<file path="src/design/led_driver_chain_frame_serializer_top_assert.svh">
// assertion macros shared by the serializer modules
`ifndef LED_DRIVER_CHAIN_FRAME_SERIALIZER_TOP_ASSERT_SVH
`define LED_DRIVER_CHAIN_FRAME_SERIALIZER_TOP_ASSERT_SVH

// checked only outside reset
`define LDCFS_ASSERT(label, prop, msg) \
    label: assert property (@(posedge clk) disable iff (!rst_n) prop) else $error(msg);

// checked on every edge, reset included
`define LDCFS_ASSERT_ALWAYS(label, prop, msg) \
    label: assert property (@(posedge clk) prop) else $error(msg);

`endif

</file>
<file path="src/design/ldcfs_pkg.sv">
`default_nettype none

package ldcfs_pkg;

    localparam int CHAIN_LENGTH = 2;
    localparam int FRAME_BITS   = 16 * CHAIN_LENGTH;
    localparam int BIT_W        = $clog2(FRAME_BITS);
    localparam int BYTE_W       = BIT_W - 3;
    localparam int SLOT_W       = (CHAIN_LENGTH > 1) ? $clog2(CHAIN_LENGTH) : 1;
    localparam int Q_DEPTH      = 2;
    localparam int Q_AW         = (Q_DEPTH > 1) ? $clog2(Q_DEPTH) : 1;
    localparam int Q_CW         = $clog2(Q_DEPTH + 1);

    localparam logic CMD_RAW   = 1'b0;
    localparam logic CMD_GLYPH = 1'b1;

    localparam logic [7:0] SEG_GLYPHS [16] = '{
        8'h7E, 8'h30, 8'h6D, 8'h79, 8'h33, 8'h5B, 8'h5F, 8'h70,
        8'h7F, 8'h7B, 8'h77, 8'h1F, 8'h4E, 8'h3D, 8'h4F, 8'h47
    };

    typedef struct packed {
        logic [SLOT_W-1:0] slot;
        logic [7:0]        addr;
        logic [7:0]        data;
    } entry_t;

    function automatic logic [7:0] glyph_of(input logic [7:0] ch);
        logic [7:0] idx;
        begin
            if (ch >= 8'h30 && ch <= 8'h39)
                idx = ch - 8'h30;
            else if (ch >= 8'h61 && ch <= 8'h66)
                idx = ch - 8'h57;
            else if (ch >= 8'h41 && ch <= 8'h46)
                idx = ch - 8'h37;
            else if (ch <= 8'h0F)
                idx = ch;
            else
                idx = 8'h00;
            return SEG_GLYPHS[idx[3:0]];
        end
    endfunction

endpackage

`default_nettype wire

</file>
<file path="src/design/ldcfs_front.sv">
`default_nettype none

module ldcfs_front (
    input  wire logic            push,
    input  wire logic            q_full,
    input  wire logic            cmd,
    input  wire logic [7:0]      device_index,
    input  wire logic [7:0]      reg_address,
    input  wire logic [7:0]      payload,
    output logic                 full,
    output logic                 q_push,
    output ldcfs_pkg::entry_t    q_entry
);
    import ldcfs_pkg::*;

    logic in_range;

    assign in_range = device_index < 8'(CHAIN_LENGTH);
    assign full     = q_full;
    assign q_push   = push && !q_full && in_range;

    always_comb
    begin
        q_entry.slot = SLOT_W'(CHAIN_LENGTH - 1) - device_index[SLOT_W-1:0];
        q_entry.addr = reg_address;
        unique case (cmd)
            CMD_GLYPH: q_entry.data = glyph_of(payload);
            CMD_RAW:   q_entry.data = payload;
            default:   q_entry.data = payload;
        endcase
    end

endmodule

`default_nettype wire

</file>
<file path="src/design/ldcfs_queue.sv">
`default_nettype none

module ldcfs_queue (
    input  wire logic            clk,
    input  wire logic            rst_n,
    input  wire logic            wr_en,
    input  wire ldcfs_pkg::entry_t wr_entry,
    input  wire logic            rd_en,
    output ldcfs_pkg::entry_t    rd_entry,
    output logic                 q_full,
    output logic                 q_empty
);
    import ldcfs_pkg::*;

    `include "led_driver_chain_frame_serializer_top_assert.svh"

    entry_t          slot_reg [Q_DEPTH];
    logic [Q_AW-1:0] wr_ptr_reg, wr_ptr_next;
    logic [Q_AW-1:0] rd_ptr_reg, rd_ptr_next;
    logic [Q_CW-1:0] cnt_reg, cnt_next;
    logic            do_wr, do_rd;

    assign q_full   = cnt_reg == Q_CW'(Q_DEPTH);
    assign q_empty  = cnt_reg == '0;
    assign do_wr    = wr_en && !q_full;
    assign do_rd    = rd_en && !q_empty;
    assign rd_entry = slot_reg[rd_ptr_reg];

    always_comb
    begin
        wr_ptr_next = wr_ptr_reg;
        rd_ptr_next = rd_ptr_reg;
        cnt_next    = cnt_reg;
        if (do_wr)
            wr_ptr_next = (wr_ptr_reg == Q_AW'(Q_DEPTH - 1)) ? '0 : wr_ptr_reg + 1'b1;
        if (do_rd)
            rd_ptr_next = (rd_ptr_reg == Q_AW'(Q_DEPTH - 1)) ? '0 : rd_ptr_reg + 1'b1;
        if (do_wr && !do_rd)
            cnt_next = cnt_reg + 1'b1;
        else if (do_rd && !do_wr)
            cnt_next = cnt_reg - 1'b1;
    end

    always_ff @(posedge clk or negedge rst_n)
    begin
        if (!rst_n)
        begin
            wr_ptr_reg <= '0;
            rd_ptr_reg <= '0;
            cnt_reg    <= '0;
        end
        else
        begin
            wr_ptr_reg <= wr_ptr_next;
            rd_ptr_reg <= rd_ptr_next;
            cnt_reg    <= cnt_next;
        end
    end

    always_ff @(posedge clk)
    begin
        if (do_wr)
            slot_reg[wr_ptr_reg] <= wr_entry;
    end

    `LDCFS_ASSERT_ALWAYS(a_cnt_bound, !rst_n || cnt_reg <= Q_CW'(Q_DEPTH), "queue count over depth")
    `LDCFS_ASSERT(a_wr_only_grows, do_wr && !do_rd |=> cnt_reg == $past(cnt_reg) + 1'b1,
        "queue count did not grow on write")

endmodule

`default_nettype wire

</file>
<file path="src/design/ldcfs_back.sv">
`default_nettype none

module ldcfs_back (
    input  wire logic            clk,
    input  wire logic            rst_n,
    input  wire logic            q_empty,
    input  wire ldcfs_pkg::entry_t q_entry,
    output logic                 q_pop,
    input  wire logic            pop,
    output logic                 empty,
    output logic                 serial_bit,
    output logic                 frame_end
);
    import ldcfs_pkg::*;

    `include "led_driver_chain_frame_serializer_top_assert.svh"

    logic              busy_reg, busy_next;
    logic [BIT_W-1:0]  bit_cnt_reg, bit_cnt_next;
    entry_t            entry_reg;
    logic [BYTE_W-1:0] byte_idx;
    logic [7:0]        cur_byte;
    logic              beat;
    logic              slot_hit;

    assign empty     = !busy_reg;
    assign beat      = busy_reg && pop;
    assign frame_end = bit_cnt_reg == BIT_W'(FRAME_BITS - 1);
    assign q_pop     = !q_empty && (!busy_reg || (beat && frame_end));

    assign byte_idx   = bit_cnt_reg[BIT_W-1:3];
    assign slot_hit   = BYTE_W'(entry_reg.slot) == BYTE_W'(byte_idx >> 1);
    assign cur_byte   = !slot_hit ? 8'h00 : (byte_idx[0] ? entry_reg.data : entry_reg.addr);
    assign serial_bit = cur_byte[~bit_cnt_reg[2:0]];

    always_comb
    begin
        busy_next    = busy_reg;
        bit_cnt_next = bit_cnt_reg;
        if (q_pop)
        begin
            busy_next    = 1'b1;
            bit_cnt_next = '0;
        end
        else if (beat)
        begin
            if (frame_end)
                busy_next = 1'b0;
            else
                bit_cnt_next = bit_cnt_reg + 1'b1;
        end
    end

    always_ff @(posedge clk or negedge rst_n)
    begin
        if (!rst_n)
        begin
            busy_reg    <= 1'b0;
            bit_cnt_reg <= '0;
        end
        else
        begin
            busy_reg    <= busy_next;
            bit_cnt_reg <= bit_cnt_next;
        end
    end

    always_ff @(posedge clk)
    begin
        if (q_pop)
            entry_reg <= q_entry;
    end

    `LDCFS_ASSERT(a_hold_on_stall, busy_reg && !pop |=> $stable(bit_cnt_reg) && busy_reg,
        "frame position moved without a beat")
    `LDCFS_ASSERT(a_restart_at_zero, q_pop |=> busy_reg && bit_cnt_reg == '0,
        "new frame did not start at first bit")
    `LDCFS_ASSERT(a_no_load_mid_frame, busy_reg && !(pop && frame_end) |-> !q_pop,
        "item loaded in the middle of a frame")

endmodule

`default_nettype wire

</file>
<file path="src/design/led_driver_chain_frame_serializer_top.sv">
// channel  | handshake     | beat fields
// ---------+---------------+-------------------------------------------
// item in  | push / full   | cmd, device_index, reg_address, payload
// bit out  | empty / pop   | serial_bit, frame_end
//
// each in-range item yields 16 * CHAIN_LENGTH bit beats, one per cycle while pop is high
// the serializer bit counter paces the items: a queued item loads only with the last bit beat of a frame or when idle
// a two-entry queue lets new items in while a frame is still shifting out
// out-of-range device index: item taken, no beats produced
// asynchronous active-low reset empties the queue and the serializer
`default_nettype none

module led_driver_chain_frame_serializer_top (
    input  wire logic       clk,
    input  wire logic       rst_n,
    input  wire logic       push,
    output logic            full,
    input  wire logic       cmd,
    input  wire logic [7:0] device_index,
    input  wire logic [7:0] reg_address,
    input  wire logic [7:0] payload,
    output logic            empty,
    input  wire logic       pop,
    output logic            serial_bit,
    output logic            frame_end
);
    import ldcfs_pkg::*;

    logic   q_full;
    logic   q_empty;
    logic   q_push;
    logic   q_pop;
    entry_t q_wr_entry;
    entry_t q_rd_entry;

    ldcfs_front u_front (
        .push         (push),
        .q_full       (q_full),
        .cmd          (cmd),
        .device_index (device_index),
        .reg_address  (reg_address),
        .payload      (payload),
        .full         (full),
        .q_push       (q_push),
        .q_entry      (q_wr_entry)
    );

    ldcfs_queue u_queue (
        .clk      (clk),
        .rst_n    (rst_n),
        .wr_en    (q_push),
        .wr_entry (q_wr_entry),
        .rd_en    (q_pop),
        .rd_entry (q_rd_entry),
        .q_full   (q_full),
        .q_empty  (q_empty)
    );

    ldcfs_back u_back (
        .clk        (clk),
        .rst_n      (rst_n),
        .q_empty    (q_empty),
        .q_entry    (q_rd_entry),
        .q_pop      (q_pop),
        .pop        (pop),
        .empty      (empty),
        .serial_bit (serial_bit),
        .frame_end  (frame_end)
    );

endmodule

`default_nettype wire
</file>
<file path="config.mk">
export PLATFORM = sky130hd
export DESIGN_NAME = led_driver_chain_frame_serializer_top
export DESIGN_NICKNAME = d
export VERILOG_FILES = /design/src/design/ldcfs_pkg.sv /design/src/design/ldcfs_front.sv /design/src/design/ldcfs_queue.sv /design/src/design/ldcfs_back.sv /design/src/design/led_driver_chain_frame_serializer_top.sv
export VERILOG_INCLUDE_DIRS = /design/src /design/src/design
export SDC_FILE = /design/constraint.sdc
export NUM_CORES = 1
export LEC_CHECK = 0
export ABC_AREA = 1
export BUFFER_PORTS_ARGS = -buffer_cell sky130_fd_sc_hd__buf_4
export CORE_AREA = 2 2 82 84
export DETAILED_ROUTE_END_ITERATION = 8
export DIE_AREA = 0 0 84 86
export GPL_TIMING_DRIVEN = 0
export HOLD_SLACK_MARGIN = 0.08
export PLACE_DENSITY = 0.69
export SETUP_SLACK_MARGIN = 0.5
export SLEW_MARGIN = 30
export SYNTH_ARGS = -nofsm -noshare
export SYNTH_HDL_FRONTEND = slang
export SYNTH_SLANG_ARGS = --single-unit
export TNS_END_PERCENT = 5
</file>
<file path="constraint.sdc">
create_clock -name clk -period 3 [get_ports clk]
set_input_delay 0.3 -clock clk [delete_from_list [all_inputs] [get_ports clk]]
set_output_delay 0.3 -clock clk [all_outputs]
set_load 0.005 [all_outputs]
</file>
==> implementation parameters <==
Parameter                              Value

Status
  Status ... finished, final reports clean

Critical path
  Element type at the critical path start ... flip-flop
  Data arrival time at the worst-slack endpoint ... 2460 ps
  Worst-case register-to-register setup slack ... 750 ps
  Required @ worst endpoint ... 3210 ps
  Endpoint of the worst-slack reg-to-reg timing path ... u_queue.cnt_reg[1]
  Worst Setup Path Type ... flip-flop to flip-flop
  Capturing element type of the critical path ... flip-flop
  Worst reg2reg startpoint ... u_back.bit_cnt_reg[3]
  Critical-path maximum fanout ... 10
  Path depth of the worst reg2reg path ... 12

Die
  I/O Pins ... 33
  Die footprint ... 7220 um2
  Height of the chip ... 86 um
  Area of the placeable core ... 6280 um2
  Total number of placement rows ... 29
  Floorplan die width ... 84 um
  Effective utilization at floorplan ... 49.5%

Placed design
  Worst slack at placement ... 217 ps
  I/O Buffers ... 31
  Inst Count DP ... 440
  Routability-driven placement congestion ratio ... 0.878
  Total placed instance area ... 3480 um2
  HPWL after detailed placement ... 4170 um

Routing
  Routed length on met1 ... 2570 um
  Final routed wire length divided by cell count ... 12.7 um
  Starting DRT DRC Count ... 108
  # DRC ... 0
  Total wire length ... 5810 um
  Top Metal Used ... met4
  Detail Route Antenna Nets ... 0
  Sum of met3 wire segment lengths after detailed routing ... 208 um
  Via density per instance ... 5.06
  Vias ... 2317
  Number of iterations in the first detailed-routing pass ... 4
  Met2 Wirelength ... 2940 um

Yosys
  Yosys cell types ... 33
  Number of instances in the synthesized netlist ... 330
  Biggest area consumer among synthesized cells ... sky130_fd_sc_hd__edfxtp_1
  Syn_area_per_cell ... 9.42 um2
  Synth area leaders ... sky130_fd_sc_hd__edfxtp_1 (49%), sky130_fd_sc_hd__nand2_1 (14%), sky130_fd_sc_hd__dfrtp_1 (8.0%)
  Primary flip-flop cell chosen by synthesis mapping ... sky130_fd_sc_hd__edfxtp_1
  Area share of the leading cell type in the synthesized netlist ... 49.3%
  Count of flip-flops with a built-in enable after synthesis ... 51
  Register bit count reported by yosys ... 61
  Share of synthesized registers carrying an async set or reset ... 16.4%
  Number of warning messages in the yosys log ... 0
  Post-synth design cell area ... 3110 um2
  Net count of the mapped netlist ... 373
  Share of synthesized area occupied by flip-flops and latches ... 57.3%

Clocking
  TritonCTS buffer count ... 9
  CTS tree ... done
  # H-tree levels ... 3
  Number of buffers between clock root and the deepest sink ... 2
  Clock edge transition at the registers on the reported setup and hold paths ... 70 ps
  Skew-Pair Late Insertion Delay ... 330 ps
  CTS Sinks ... 61
  CTS root buffer ... sky130_fd_sc_hd__clkbuf_8

Worst hold path
  Worst min-delay path class ... input pin to flip-flop
  Hold-critical path endpoint ... u_queue.slot_reg[0][13]
  Worst hold path startpoint ... reg_address[5]
  Hold path cells ... 1

Final layout
  Area of all placed cells without fillers ... 3670 um2
  Layout Nets ... 420
  Fraction of final layout cells with drive strength greater than 1 ... 20.5%
  Commonest non-fill, non-tap cells in the layout ... sky130_fd_sc_hd__nand2_1 (115), sky130_fd_sc_hd__edfxtp_1 (51), sky130_fd_sc_hd__buf_4 (32)
  Commonest non-fill, non-tap cell in the layout ... sky130_fd_sc_hd__nand2_1
  Count of antenna diodes in the layout ... 0
  Number of flip-flops under the largest register name ... 34
  Final cell count without fillers ... 458
  Relative area change from synthesis to final layout ... 17.9%

STA
  Setup tns final ... 0 ps
  Tightest Pin Transition ... 666 ps
  PnR worst setup slack ... 752 ps
  Minimum hold slack ... 151 ps
  Final Cycle Share ... 74.9%
  Unrepaired setup endpoints after global routing ... no
  Number of setup violations in the final report ... 0
  Hold Vio Cnt, Final ... 0
  Fin crit period ... 2250 ps
  Max-slew violations ... 0
  Maximum operating frequency ... 445 MHz
  Worst slew slack as a fraction of its limit ... 55.6%
  Worst Skew ... 5.73 ps

Global route
  Antenna violations before repair ... 0
  GR Util All Layers ... 17.7%
  Pin count of the biggest net entering global routing ... 14
  First-pass GRT wire length ... 9930 um
  Vias in the first global route ... 2209
  GR Overflow Total ... 0

Run
  Max-cap check violation count ... 0

Pwr
  Cell leakage power ... 1.63 nW
  Power density over cell area ... 672 nW/um2
  Worst IR Drop VDD ... 385 uV
==> Yosys cell counts (2+ instances only) <==
master and number:
sky130_fd_sc_hd__ha_1 14, sky130_fd_sc_hd__inv_2 4, sky130_fd_sc_hd__nand2_2 5, sky130_fd_sc_hd__nand3_1 25, sky130_fd_sc_hd__buf_2 2, sky130_fd_sc_hd__xor2_1 2
sky130_fd_sc_hd__o21ai_0 7, sky130_fd_sc_hd__nand2_4 4, sky130_fd_sc_hd__inv_1 27, sky130_fd_sc_hd__dfrtp_1 10, sky130_fd_sc_hd__nor2_1 31, sky130_fd_sc_hd__a21oi_1 9
sky130_fd_sc_hd__or2_2 2, sky130_fd_sc_hd__nand4_1 2, sky130_fd_sc_hd__edfxtp_1 51, sky130_fd_sc_hd__xnor2_1 2, sky130_fd_sc_hd__nand2_1 115, sky130_fd_sc_hd__clkbuf_1 3
==> worst max-delay path: stages (launching register included) <==
cell and delay, ps:
sky130_fd_sc_hd__dfrtp_1 310, sky130_fd_sc_hd__buf_2 190, sky130_fd_sc_hd__inv_1 70, sky130_fd_sc_hd__buf_2 190
sky130_fd_sc_hd__nor3_2 170, sky130_fd_sc_hd__ha_2 220, sky130_fd_sc_hd__a21oi_2 100, sky130_fd_sc_hd__a21oi_4 140
sky130_fd_sc_hd__inv_2 60, sky130_fd_sc_hd__ha_1 320, sky130_fd_sc_hd__a21oi_1 110, sky130_fd_sc_hd__o21ai_0 100
sky130_fd_sc_hd__xor2_1 150
==> layer usage <==
layer	up-vias	track usage (%)
met4	0	7.33
met1	1072	21.0
li1	1181	-
met2	54	30.5
met5	-	0
met3	10	4.72
==> worst max-delay path by stage <==
stage	start	to	slack [ps]
global route	u_back.bit_cnt_reg[3]	u_queue.cnt_reg[1]	610
global placement	device_index[4]	u_queue.slot_reg[1][13]	190
detailed placement	u_back.bit_cnt_reg[3]	u_queue.cnt_reg[1]	220
finish	u_back.bit_cnt_reg[3]	u_queue.cnt_reg[1]	750
CTS	u_back.bit_cnt_reg[3]	u_queue.cnt_reg[1]	630
floorplan	u_back.bit_cnt_reg[3]	u_queue.cnt_reg[1]	530
==> report_power, final <==
group          internal, mW  total, mW  switching, mW  leakage, nW
registers              1.07       1.14         0.0745        0.578
clock network         0.285      0.582          0.297       0.0821
logic                 0.272      0.741          0.469        0.974
total                  1.62       2.46          0.840         1.63
==> cells by family after synthesis <==
family | Yosys count | share of synthesized area [%]
XOR/XNOR | 4 | 1.13
buffers and inverters | 38 | 4.67
AO/OA/AOI/OAI | 21 | 3.78
adder cells (fa/ha/maj) | 14 | 5.63
flip-flops | 61 | 57.3
AND/OR/NAND/NOR | 192 | 27.5
==> layout make-up <==
type / instances / area (um2)
flip-flops and latches: 61 / 1780
clock inverters: 6 / 31.3
multi-input cells: 232 / 1210
repair buffers: 35 / 273
fillers: 559 / 2610
inverters: 32 / 120
plain buffers: 6 / 25.0
well taps: 77 / 96.3
clock buffers: 9 / 124
==> metrics by stage <==
stage | util (%) | power, mW
6_report | 58.4 | 2.46
3_3_place_gp | 54.9 | 1.84
4_1_cts | 58.3 | 2.48
5_1_grt | 58.4 | 2.63
2_1_floorplan | - | 1.64
3_5_place_dp | 55.4 | 1.86
==> what timing repair did <==
action / CTS / global route
pin swaps: 0 / 0
buffers inserted: 1 / 0
cloned: 1 / 0
gates resized for setup: 0 / 2
hold endpoints to repair: 10 / 0
hold buffers: 1 / 0
endpoints found under the setup margin: 2 / 1
(Power assumes the default switching activity.)
